`src/assert_macros.svh`:
```
// Assertion macros shared by the blur RTL.
`ifndef ASSERT_MACROS_SVH
`define ASSERT_MACROS_SVH

// Concurrent check, disabled while reset is high.
`define AST_CHECK(lbl, clk, rst, prop) \
   lbl: assert property (@(posedge clk) disable iff (rst) (prop)) \
      else $error("blur assertion failed");

// Concurrent check that also holds during reset.
`define AST_CHECK_ALWAYS(lbl, clk, prop) \
   lbl: assert property (@(posedge clk) (prop)) \
      else $error("blur assertion failed");

`endif

```
`src/sra_pkg.sv`:
```
// Types and constants of the separable recursive alpha blur.
`default_nettype none
package sra_pkg;

   localparam int ALPHA_W    = 8;
   localparam int STATE_W    = 16;
   localparam int FB_W       = 12;
   localparam int GAIN_W     = 6;
   localparam int CSR_DATA_W = 12;
   localparam int CSR_IDX_W  = 1;
   localparam int X_SHIFT    = 6;
   localparam int OUT_SHIFT  = 12;
   // prev*fb + (x << 6) fits in 29 bits, times gain in 35
   localparam int PROD1_W    = 29;
   localparam int PROD2_W    = 35;
   localparam int SCALED_W   = PROD2_W - OUT_SHIFT;

   localparam logic [CSR_IDX_W-1:0] CSR_FEEDBACK = 1'd0;
   localparam logic [CSR_IDX_W-1:0] CSR_GAIN     = 1'd1;

   localparam logic [FB_W-1:0]   FB_RESET   = 12'd189;
   localparam logic [GAIN_W-1:0] GAIN_RESET = 6'd16;

   // controller -> datapath
   typedef struct packed {
      logic accept;    // latch request, issue line store read
      logic clr_we;    // clearing pass write
      logic mul1;      // first multiply stage
      logic mul1_h;    // operands of the row filter (else column filter)
      logic mul2_v;    // finish column filter, write line store
      logic mul2_h;    // finish row filter
      logic out_load;  // load result register
   } cmd_type;

   // datapath -> controller
   typedef struct packed {
      logic clr_done;
      logic out_free;
   } status_type;

endpackage
`default_nettype wire

```
`src/sra_ctrl.sv`:
```
// Sequencing state machine of the alpha blur.
`default_nettype none
`include "assert_macros.svh"
module sra_ctrl
   import sra_pkg::*;
(
   input  wire        clock,
   input  wire        reset,
   input  wire        req_valid,
   output logic       req_ready,
   input  status_type status,
   output cmd_type    cmd
);

   localparam logic [2:0] ST_CLEAR = 3'd0;
   localparam logic [2:0] ST_IDLE  = 3'd1;
   localparam logic [2:0] ST_VMUL1 = 3'd2;
   localparam logic [2:0] ST_VMUL2 = 3'd3;
   localparam logic [2:0] ST_HMUL1 = 3'd4;
   localparam logic [2:0] ST_HMUL2 = 3'd5;
   localparam logic [2:0] ST_OUT   = 3'd6;

   logic [2:0] state_ff, state_in;

   always_comb begin
      state_in  = state_ff;
      cmd       = '0;
      req_ready = 1'b0;
      unique case (state_ff)
         ST_CLEAR: begin
            cmd.clr_we = 1'b1;
            if (status.clr_done) begin
               state_in = ST_IDLE;
            end
         end
         ST_IDLE: begin
            req_ready  = 1'b1;
            cmd.accept = req_valid;
            if (req_valid) begin
               state_in = ST_VMUL1;
            end
         end
         ST_VMUL1: begin
            cmd.mul1 = 1'b1;
            state_in = ST_VMUL2;
         end
         ST_VMUL2: begin
            cmd.mul2_v = 1'b1;
            state_in   = ST_HMUL1;
         end
         ST_HMUL1: begin
            cmd.mul1   = 1'b1;
            cmd.mul1_h = 1'b1;
            state_in   = ST_HMUL2;
         end
         ST_HMUL2: begin
            cmd.mul2_h = 1'b1;
            state_in   = ST_OUT;
         end
         ST_OUT: begin
            // wait here while the previous result is still unread
            if (status.out_free) begin
               cmd.out_load = 1'b1;
               state_in     = ST_IDLE;
            end
         end
         default: begin
            state_in = ST_CLEAR;
         end
      endcase
   end

   always_ff @(posedge clock) begin
      if (reset) begin
         state_ff <= ST_CLEAR;
      end else begin
         state_ff <= state_in;
      end
   end

   `AST_CHECK(a_cmd_onehot, clock, reset,
      $onehot0({cmd.accept, cmd.clr_we, cmd.mul1, cmd.mul2_v, cmd.mul2_h, cmd.out_load}))
   `AST_CHECK(a_accept_starts_pixel, clock, reset,
      (req_valid && req_ready) |=> (state_ff == ST_VMUL1))

endmodule
`default_nettype wire

```
`config.mk`:
```
export PLATFORM = sky130hd
export DESIGN_NAME = sra_ctrl
export DESIGN_NICKNAME = d
export VERILOG_FILES = /design/src/sra_pkg.sv /design/src/sra_ctrl.sv
export VERILOG_INCLUDE_DIRS = /design/src /design/src/src
export SDC_FILE = /design/constraint.sdc
export NUM_CORES = 1
export LEC_CHECK = 0
export BUFFER_PORTS_ARGS = -buffer_cell sky130_fd_sc_hd__buf_2
export CAP_MARGIN = 20
export CORE_AREA = 2 2 39 41
export CTS_CLUSTER_SIZE = 10
export DETAILED_ROUTE_END_ITERATION = 8
export DIE_AREA = 0 0 41 43
export SLEW_MARGIN = 20
export SYNTH_ARGS = -nofsm -noshare
export SYNTH_HDL_FRONTEND = slang
export SYNTH_SLANG_ARGS = --single-unit
```
`constraint.sdc`:
```
create_clock -name clock -period 1.9 [get_ports clock]
set_input_delay 0.19 -clock clock [delete_from_list [all_inputs] [get_ports clock]]
set_output_delay 0.19 -clock clock [all_outputs]
set_load 0.01 [all_outputs]
```
Yosys cells after proc, flatten, opt, wreduce, memory -nomap -nowiden --
Index checks and enable logic that the tools add are counted.
Storage, ports and cells: register bits after elaboration 3, bits in latches 0, RAM bits 0, bits in read-only memories 0, input bits 5, output and inout port bits 8, word-level logic and storage cells 26, memories 0
Cells by class: add/sub/neg operators 0, multiply operators 0, div/mod/pow operators 0, order comparisons 0, equality and inequality tests 9, shifts and indexed selects 0, mux-type cells 13, bitwise operators 0, reduce and logical (&&, ||, !) cells 3
Operator list (count):
- 3-bit case mux with 7 select lines | 1
- 3-bit equality test (second input constant) | 3
- 1-bit two-way mux | 9
- 3-bit two-way mux | 3
- 3-bit by 2-bit equality test with 1-bit output (second input constant) | 2
- 2-bit inequality test (second input constant) | 3
- 3-bit by 1-bit equality test with 1-bit output (second input constant) | 1
- 3-bit zero test | 1
- 3-bit AND reduction | 1
- 2-bit OR reduction | 1

Depth between registers and ports, before layout --
Gate-level depths: netlist of the first run.
depth after elaboration 3, mapped depth 4, depth with buffers taken out 3

Worst setup path after synthesis of the first run --
Ideal clock, no wire load.
kind reg-to-output, start point reg state_ff[0], end point out cmd[6] (netlist name), arrival time 0.926 ns, required time 1.710 ns, path slack 0.784 ns, stages on the path, launching flop included 4, buffers on the path 1, cell sequence dfxtp_1 buf_6 nor3b_2 and2_1
RTL lines:
- start, declared | line sra_ctrl.sv:23 | logic [2:0] state_ff, state_in;
- start signal, assigned | line sra_ctrl.sv:77 | state_ff <= state_in;
- end, declared | line sra_ctrl.sv:12 | output cmd_type cmd

==> summary.txt, run 1 <==
CTS tree = done
outcome = finished clean
Post-Syn Nets = 33
Mean Syn Cell Area = 8.49 sq um
Setup violations, final = 0
Post-synth EDFFs = 0
Post-CTS Resized = 0
Worst Tran Pin Value = 364 ps
Tcrit/Tclk final = 76.7%
worst hold slack = 140 ps
post-synth top area share = 25.3%
max FFs per register = 3
worst-path fanout max = 12
power density over the cells = 822 mW/mm^2
DP HPWL = 427 um
Pins Over Slew Limit = 0
CTS buffer count = 3
Worst VDD drop = 0.307 mV
fin cells = 57
Inst Count DP = 53
drc violations = 0
maxcap violations = 0
CP arrival = 1270 ps
global-route wire length before repair = 986 um
nets@finish = 47
Synth area leaders = dfxtp_1 (25%), buf_6 (9.5%), a221oi_2 (6.3%), nor3b_2 (5.3%), a21oi_1 (4.2%)
Worst Path Class, Setup = flop to output pin
post-synthesis sequential element count = 3
R2R Path Start = state_ff[2]
post-route ant nets = 0
data required time of the worst path = 1710 ps
RSZ-0062 raised after global routing = false
ys flop type = dfxtp_1
clk slew on worst S/H paths = 40 ps
vias per cell = 4.33
critical path launch point type = flop
area grow syn2layout = 32.1%
clock buffer depth = 2
post-synthesis instance area = 238 sq um
final wirelength = 613 um
wire per inst = 10.8 um
Synth Warn # = 0
initial core utilization = 17.2%
Fin Setup TNS = 0 ps
IO Pins = 13
post-CTS setup buffer count = 0
largest net degree at the start of global routing = 13
root buffer cell = clkbuf_4
Site Rows = 14
total core area = 0.00138 sq mm
CTS sink cnt = 3
die area = 0.00176 sq mm
# H-tree levels = 1
Crit-path slowest cell = dfxtp_1
Area after DPL = 288 sq um
largest registers = state_ff x3
initial antenna violation count = 0
Via Count = 247
latest clock arrival within the worst-skew pair = 250 ps
Worst Hold Class = primary input to flop
grt ovf = 0
first-iteration detailed-routing DRC count = 1
Setup Skew = 6.96 ps
slew margin rel. = 75.7%
Die Height = 43 um
Die X-Extent = 41 um
crit-path max cell delay = 520 ps
layout cell share with drive strength beyond 1 = 46.3%
Pleak = 0.151 nW
cell count after synthesis = 28
FMAX = 686 MHz
utilization after layout = 22.7%
gpl congestion = 0.689
hold buffer count at cts = 0
final hold violation count = 0
top cells by count, synth = dfxtp_1 (3), a21oi_1 (2), buf_6 (2), nor2_1 (2)
post-synth cell types = 23
post-synth top area cell = dfxtp_1
fin crit period = 1460 ps
asr flop ratio synth = 0%
Reg with most FFs = state_ff
number of global-route vias before repair = 235
worst path cell trace = nor3b_2 -> and2_1 -> buf_2
hold_sp = reset
Filler cells = 160
sequential share of the synthesized area = 25.3%
most frequent cell after synthesis = dfxtp_1
Port-buffer cells = 12
crit path capture type = output pin
TritonRoute pass-1 iters = 2
gr usage total = 8.93%
post-route cell area = 314 sq um
antenna cell count = 0
Crit. Startpoint = state_ff[0]
metrics by stage:
step	total power, W	setup WS [ps]
6_report	0.000258	442
5_1_grt	0.000273	328
4_1_cts	0.000260	439
3_5_place_dp	0.000138	700
3_3_place_gp	0.000136	745
2_1_floorplan	0.000125	784
placed cells by master, fill, tap and decap left out:
cell / n
a21oi_1: 2
a221oi_2: 1
and2_1: 1
and3_1: 1
and3b_1: 1
buf_2: 12
clkbuf_1: 1
clkbuf_4: 3
dfxtp_1: 3
inv_1: 1
inv_2: 1
nand2_1: 1
nand2b_1: 1
nand3b_1: 1
nor2_1: 2
nor3_1: 1
nor3_2: 1
nor3b_1: 1
nor3b_2: 1
o211ai_1: 1
o21ai_0: 1
o21ai_1: 1
o21bai_1: 1
xnor2_1: 1
metal layers:
layer	vias up	track usage, %	routed length [um]
li1	122	-	-
met1	108	10.9	292
met2	12	9.69	247
met3	5	4.71	48
met4	0	10.0	24
met5	-	0	0
final cells by class:
class                   instances  area, sq um  share of cell area [%]
inverters                       2         7.51                    2.39
repair buffers                 12         60.1                    19.1
flip-flops and latches          3         60.1                    19.1
well taps                      16         20.0                    6.37
clock buffers                   4         26.3                    8.37
multi-input cells              20          140                    44.6
final timing paths:
kind,depth (start not counted),end,slack (ps)
max,3,cmd[6],440
min,2,state_ff[0],140
max reg2reg,3,state_ff[2],860
min reg2reg,2,state_ff[1],650
kinds of logic after synthesis:
kind of cell	share of synthesized area [%]
buf+inv	15.8
flops	25.3
xor+xnor	3.68
simple gates	34.2
compound gates	21.0
report_power, final:
group | total [W] | internal (W) | switching, W
logic | 0.0000538 | 0.0000276 | 0.0000262
clock network | 0.000122 | 0.0000793 | 0.0000425
registers | 0.0000824 | 0.0000683 | 0.0000141
worst max-delay path: cells and delay by family, from the launching register on:
family	cells	cell delay, ps
buffers and inverters	1	120
flip-flops	1	520
AND/OR/NAND/NOR	2	380
(Power assumes the default switching activity.)
==> run 2, diff against run 1 <==
==> constraint.sdc (replaced) <==
create_clock -name clock -period 1.5 [get_ports clock]
set_input_delay 0.15 -clock clock [delete_from_list [all_inputs] [get_ports clock]]
set_output_delay 0.15 -clock clock [all_outputs]
set_load 0.01 [all_outputs]
==> run 2 against run 1 <==
  * Sequential power grew 27%
  * Setup slack worse by 290 ps
  * Clock power grew 26%
  * Combinational power increased by 27%
  * Global-route usage unchanged
  * Register-to-register slack lost 400 ps
  * Wire length is the same
  * Design area rose by 0.40%
  * Die area is the same
  * Non-clock buffer count is the same
  * Critical path depth is the same
==> summary.txt, run 2 (synthesis gave the netlist of run 1 again) <==
Die Height = 43 um
initial core utilization = 17.2%
FMAX = 745 MHz
antenna cell count = 0
Tot Pwr = 0.000328 W
critical path buffer and inverter count = 1
commonest non-fill, non-tap cells in the layout = buf_2 (12), clkbuf_4 (3), nor2_1 (2), a21oi_1 (2), dfxtp_1 (2)
layout cell share with drive strength beyond 1 = 48.8%
Inst Count DP = 53
crit-path max cell delay = 520 ps
Site Rows = 14
Setup Skew = 6.96 ps
gr usage total = 8.93%
critical path launch point type = flop
DP HPWL = 427 um
fin cells = 57
RSZ-0062 raised after global routing = false
TritonRoute pass-1 iters = 2
data required time of the worst path = 1350 ps
Crit-path slowest cell = dfxtp_1
global-route wire length before repair = 986 um
Fin Setup TNS = 0 ps
CP arrival = 1190 ps
combinational power share = 20.8%
hold buffer count at cts = 0
Via Count = 247
Worst Path Class, Setup = flop to output pin
largest registers = state_ff x3
nets@finish = 47
area grow syn2layout = 32.6%
Setup violations, final = 0
vias per cell = 4.33
commonest non-fill, non-tap cell in the layout = buf_2
drc violations = 0
Port-buffer cells = 12
Place WS = 340 ps
CTS tree = done
number of global-route vias before repair = 235
largest net degree at the start of global routing = 13
Tcrit/Tclk final = 89.5%
worst path cell trace = nand2_1 -> nor3_1 -> buf_2
initial antenna violation count = 0
Worst Tran Pin Value = 364 ps
power density over the cells = 1040 mW/mm^2
gpl congestion = 0.689
max FFs per register = 3
CTS sink cnt = 3
final wirelength = 613 um
clock buffer depth = 2
crit path capture type = output pin
Setup WS post-layout = 157 ps
Pins Over Slew Limit = 0
root buffer cell = clkbuf_4
maxcap violations = 0
IO Pins = 13
clock network fraction of total power = 47.1%
final hold violation count = 0
first-iteration detailed-routing DRC count = 1
utilization after layout = 22.8%
latest clock arrival within the worst-skew pair = 250 ps
grt ovf = 0
Switching Share = 32.0%
CTS buffer count = 3
worst-path fanout max = 10
Worst VDD drop = 0.394 mV
Die X-Extent = 41 um
Internal = 0.000223 W
clk slew on worst S/H paths = 40 ps
Pleak = 0.151 nW
Reg power frac = 32.1%
Psw = 0.000105 W
total core area = 0.00138 sq mm
fin crit period = 1340 ps
slew margin rel. = 75.7%
Worst Hold Class = primary input to flop
Reg with most FFs = state_ff
# H-tree levels = 1
outcome = finished clean
die area = 0.00176 sq mm
delay-heaviest family, CP = flip-flops
post-route ant nets = 0
wire per inst = 10.8 um
-- run 2: cell counts in the layout (fill, tap and decap cells not counted) --
Identical to the previous run, type by type.
-- run 2: layout make-up --
| cell class | count | area [sq um] |
|---|---|---|
| Timing Repair Buffer | 12 | 60.1 |
| Fill cell | 159 | 1070 |
| Multi-Input combinational cell | 20 | 140 |
| Inverter | 2 | 7.51 |
| Sequential cell | 3 | 61.3 |
| Tap cell | 16 | 20.0 |
| Clock buffer | 4 | 26.3 |
-- run 2: power by group through the flow --
stage	registers [W]	logic (W)	clock network (W)
after floorplan	0.0000915	0.0000664	0
after global placement	0.000105	0.0000680	0
after detailed placement	0.000106	0.0000690	0
after CTS	0.000105	0.0000693	0.000155
after global routing	0.000107	0.0000779	0.000162
final	0.000105	0.0000682	0.000154
-- run 2: metrics by stage --
step | hold slack, ps | cell area, sq um
6_report | 92.7 | 315
5_1_grt | 113 | 315
4_1_cts | 101 | 314
3_5_place_dp | 357 | 288
3_3_place_gp | 352 | 288
2_1_floorplan | 216 | 238
-- run 2: worst register-to-register path, cell delays in order (launching register included) --
cell	delay, ps
dfxtp_1	520
and3b_1	240
a21oi_1	110
nor2_1	50
-- run 2: timing repair --
| item | in CTS | in global routing |
|---|---|---|
| resized for setup | 0 | 1 |
| endpoints found under the setup margin | 0 | 1 |
| setup buffers | 0 | 0 |
-- run 2: worst paths after layout --
path               startpoint          end  slack (ps)  cells after the start
hold reg to reg   state_ff[0]  state_ff[1]         600                      2
setup reg to reg  state_ff[2]  state_ff[2]         460                      3
hold / removal          reset  state_ff[0]          90                      2
setup / recovery  state_ff[2]       cmd[0]         160                      3
-- run 2: per-layer routing --
metal / track usage (%) / part of all wire, % / vias to the layer above
met4: 10.0 / 3.9 / 0
met5: 0 / 0 / -
li1: - / - / 122
met3: 4.71 / 7.8 / 5
met2: 9.69 / 40 / 12
met1: 10.9 / 48 / 108
==> run 3, diff against run 2 <==
--- a/config.mk
+++ b/config.mk
@@ -12,7 +12,7 @@
 export CTS_CLUSTER_SIZE = 10
 export DETAILED_ROUTE_END_ITERATION = 8
 export DIE_AREA = 0 0 41 43
-export SLEW_MARGIN = 20
+export PLACE_DENSITY = 0.41
 export SYNTH_ARGS = -nofsm -noshare
 export SYNTH_HDL_FRONTEND = slang
 export SYNTH_SLANG_ARGS = --single-unit
==> run 3 against run 2 <==
  * Design area unchanged
  * Cell count unchanged
  * Register-to-register slack improved by 50 ps
  * Hold slack improved by 18 ps
  * Setup slack got worse by 51 ps
  * Clock power decreased by 5%
  * Die area unchanged
  * Via count decreased by 5.3%
  * Critical path depth unchanged
  * Fmax decreased by 3.7%
  * Clock-buffer cell count unchanged
==> summary.txt, run 3 (synthesis gave the netlist of run 1 again) <==
power density over the cells = 1010 mW/mm^2
Worst Hold Class = primary input to flop
layout cell share with drive strength beyond 1 = 48.8%
Die X-Extent = 41 um
R2R Setup Slk = 510 ps
root buffer cell = clkbuf_4
Hold Path Stages = 2
Site Rows = 14
Die Height = 43 um
Setup violations, final = 0
TritonRoute pass-1 iters = 4
Fin Setup TNS = 0 ps
slew margin rel. = 76.2%
drc violations = 0
post-route ant nets = 0
CTS sink cnt = 3
fin crit period = 1390 ps
wire per inst = 10.1 um
initial core utilization = 17.2%
Tcrit/Tclk final = 93.0%
Via Count = 234
GRT busiest layer = met4
DP HPWL = 404 um
IO Pins = 13
Crit-path slowest cell = dfxtp_1
critical path buffer and inverter count = 1
Pins Over Slew Limit = 0
Inst Count DP = 53
FMAX = 717 MHz
largest registers = state_ff x3
Worst Tran Pin Value = 356 ps
max FFs per register = 3
post-route cell area = 315 sq um
delay-heaviest family, CP = flip-flops
met1 Use GR = 9.65%
vias per cell = 4.11
initial antenna violation count = 0
worst-path fanout max = 12
critical path launch point type = flop
gr usage total = 7.73%
crit-path max cell delay = 510 ps
worst path cell trace = nor3b_2 -> and2_1 -> buf_2
Worst VDD drop = 0.231 mV
final wirelength = 576 um
largest net degree at the start of global routing = 13
M3 GR Usage = 1.57%
global-route wire length before repair = 855 um
Pleak = 0.151 nW
CTS tree = done
Worst Path Class, Setup = flop to output pin
Setup Skew = 6.22 ps
nets@finish = 47
grt ovf = 0
Filler cells = 165
R2R Path Start = state_ff[1]
fin cells = 57
crit path capture type = output pin
Port-buffer cells = 12
maxcap violations = 0
clk slew on worst S/H paths = 40 ps
CTS buffer count = 3
Crit Reg-Reg Endpoint = state_ff[0]
Area after DPL = 288 sq um
latest clock arrival within the worst-skew pair = 240 ps
clock buffer depth = 2
first-iteration detailed-routing DRC count = 3
number of global-route vias before repair = 202
RSZ-0062 raised after global routing = false
total core area = 0.00138 sq mm
die area = 0.00176 sq mm
Setup WS post-layout = 106 ps
Place WS = 372 ps
commonest non-fill, non-tap cells in the layout = buf_2 (12), clkbuf_4 (3), nor2_1 (2), a21oi_1 (2), dfxtp_1 (2)
outcome = finished clean
gpl congestion = 0.588
R2R cell count = 3
commonest non-fill, non-tap cell in the layout = buf_2
area grow syn2layout = 32.6%
# H-tree levels = 1
antenna cell count = 0
final hold violation count = 0
hold_sp = reset
data required time of the worst path = 1350 ps
Hold EP = state_ff[0]
Reg with most FFs = state_ff
CP arrival = 1240 ps
grt met2 use = 9.06%
-- run 3: cell counts in the layout (fill, tap and decap cells not counted) --
No cell type changed its count.
-- run 3: cell type report --
type | count | area, sq um | area share (%)
inverters | 2 | 7.51 | 2.38
repair buffers | 12 | 60.1 | 19.0
flip-flops and latches | 3 | 61.3 | 19.4
clock buffers | 4 | 26.3 | 8.33
well taps | 16 | 20.0 | 6.35
multi-input cells | 20 | 140 | 44.4
-- run 3: per-layer routing --
metal | routed length (um) | up-vias | share of wire, %
li1 | - | 121 | -
met1 | 273 | 106 | 47
met2 | 271 | 7 | 47
met3 | 32 | 0 | 5.6
met4 | 0 | 0 | 0
met5 | 0 | - | 0
-- run 3: worst max path at each step --
stage	depth (start not counted)	slack, ps	from	endpoint
final	3	110	state_ff[0]	cmd[6]
after floorplan	3	420	state_ff[0]	cmd[6]
after CTS	3	100	state_ff[0]	cmd[6]
after global placement	3	380	state_ff[0]	cmd[6]
after detailed placement	3	370	state_ff[0]	cmd[6]
after global routing	3	5	state_ff[0]	cmd[6]
-- run 3: repair_timing --
item                       CTS  global route
gates resized for setup      0             1
hold buffers                 0             0
hold endpoints to repair     0             0
buffers inserted             0             0
setup endpoints to repair    0             1
-- run 3: where the power goes --
group	switching [W]	internal (W)	total [W]	leakage (nW)
clock network	0.0000462	0.000100	0.000146	0.0150
logic	0.0000326	0.0000350	0.0000676	0.111
registers	0.0000176	0.0000868	0.000104	0.0252
-- run 3: stage by stage --
stage                     hold slack (ps)  power, W  utilization [%]
after floorplan                       216  0.000158                -
after global placement                360  0.000174             20.8
after detailed placement              356  0.000174             20.8
after CTS                             108  0.000325             22.7
after global routing                  111  0.000347             22.8
final                                 110  0.000318             22.8
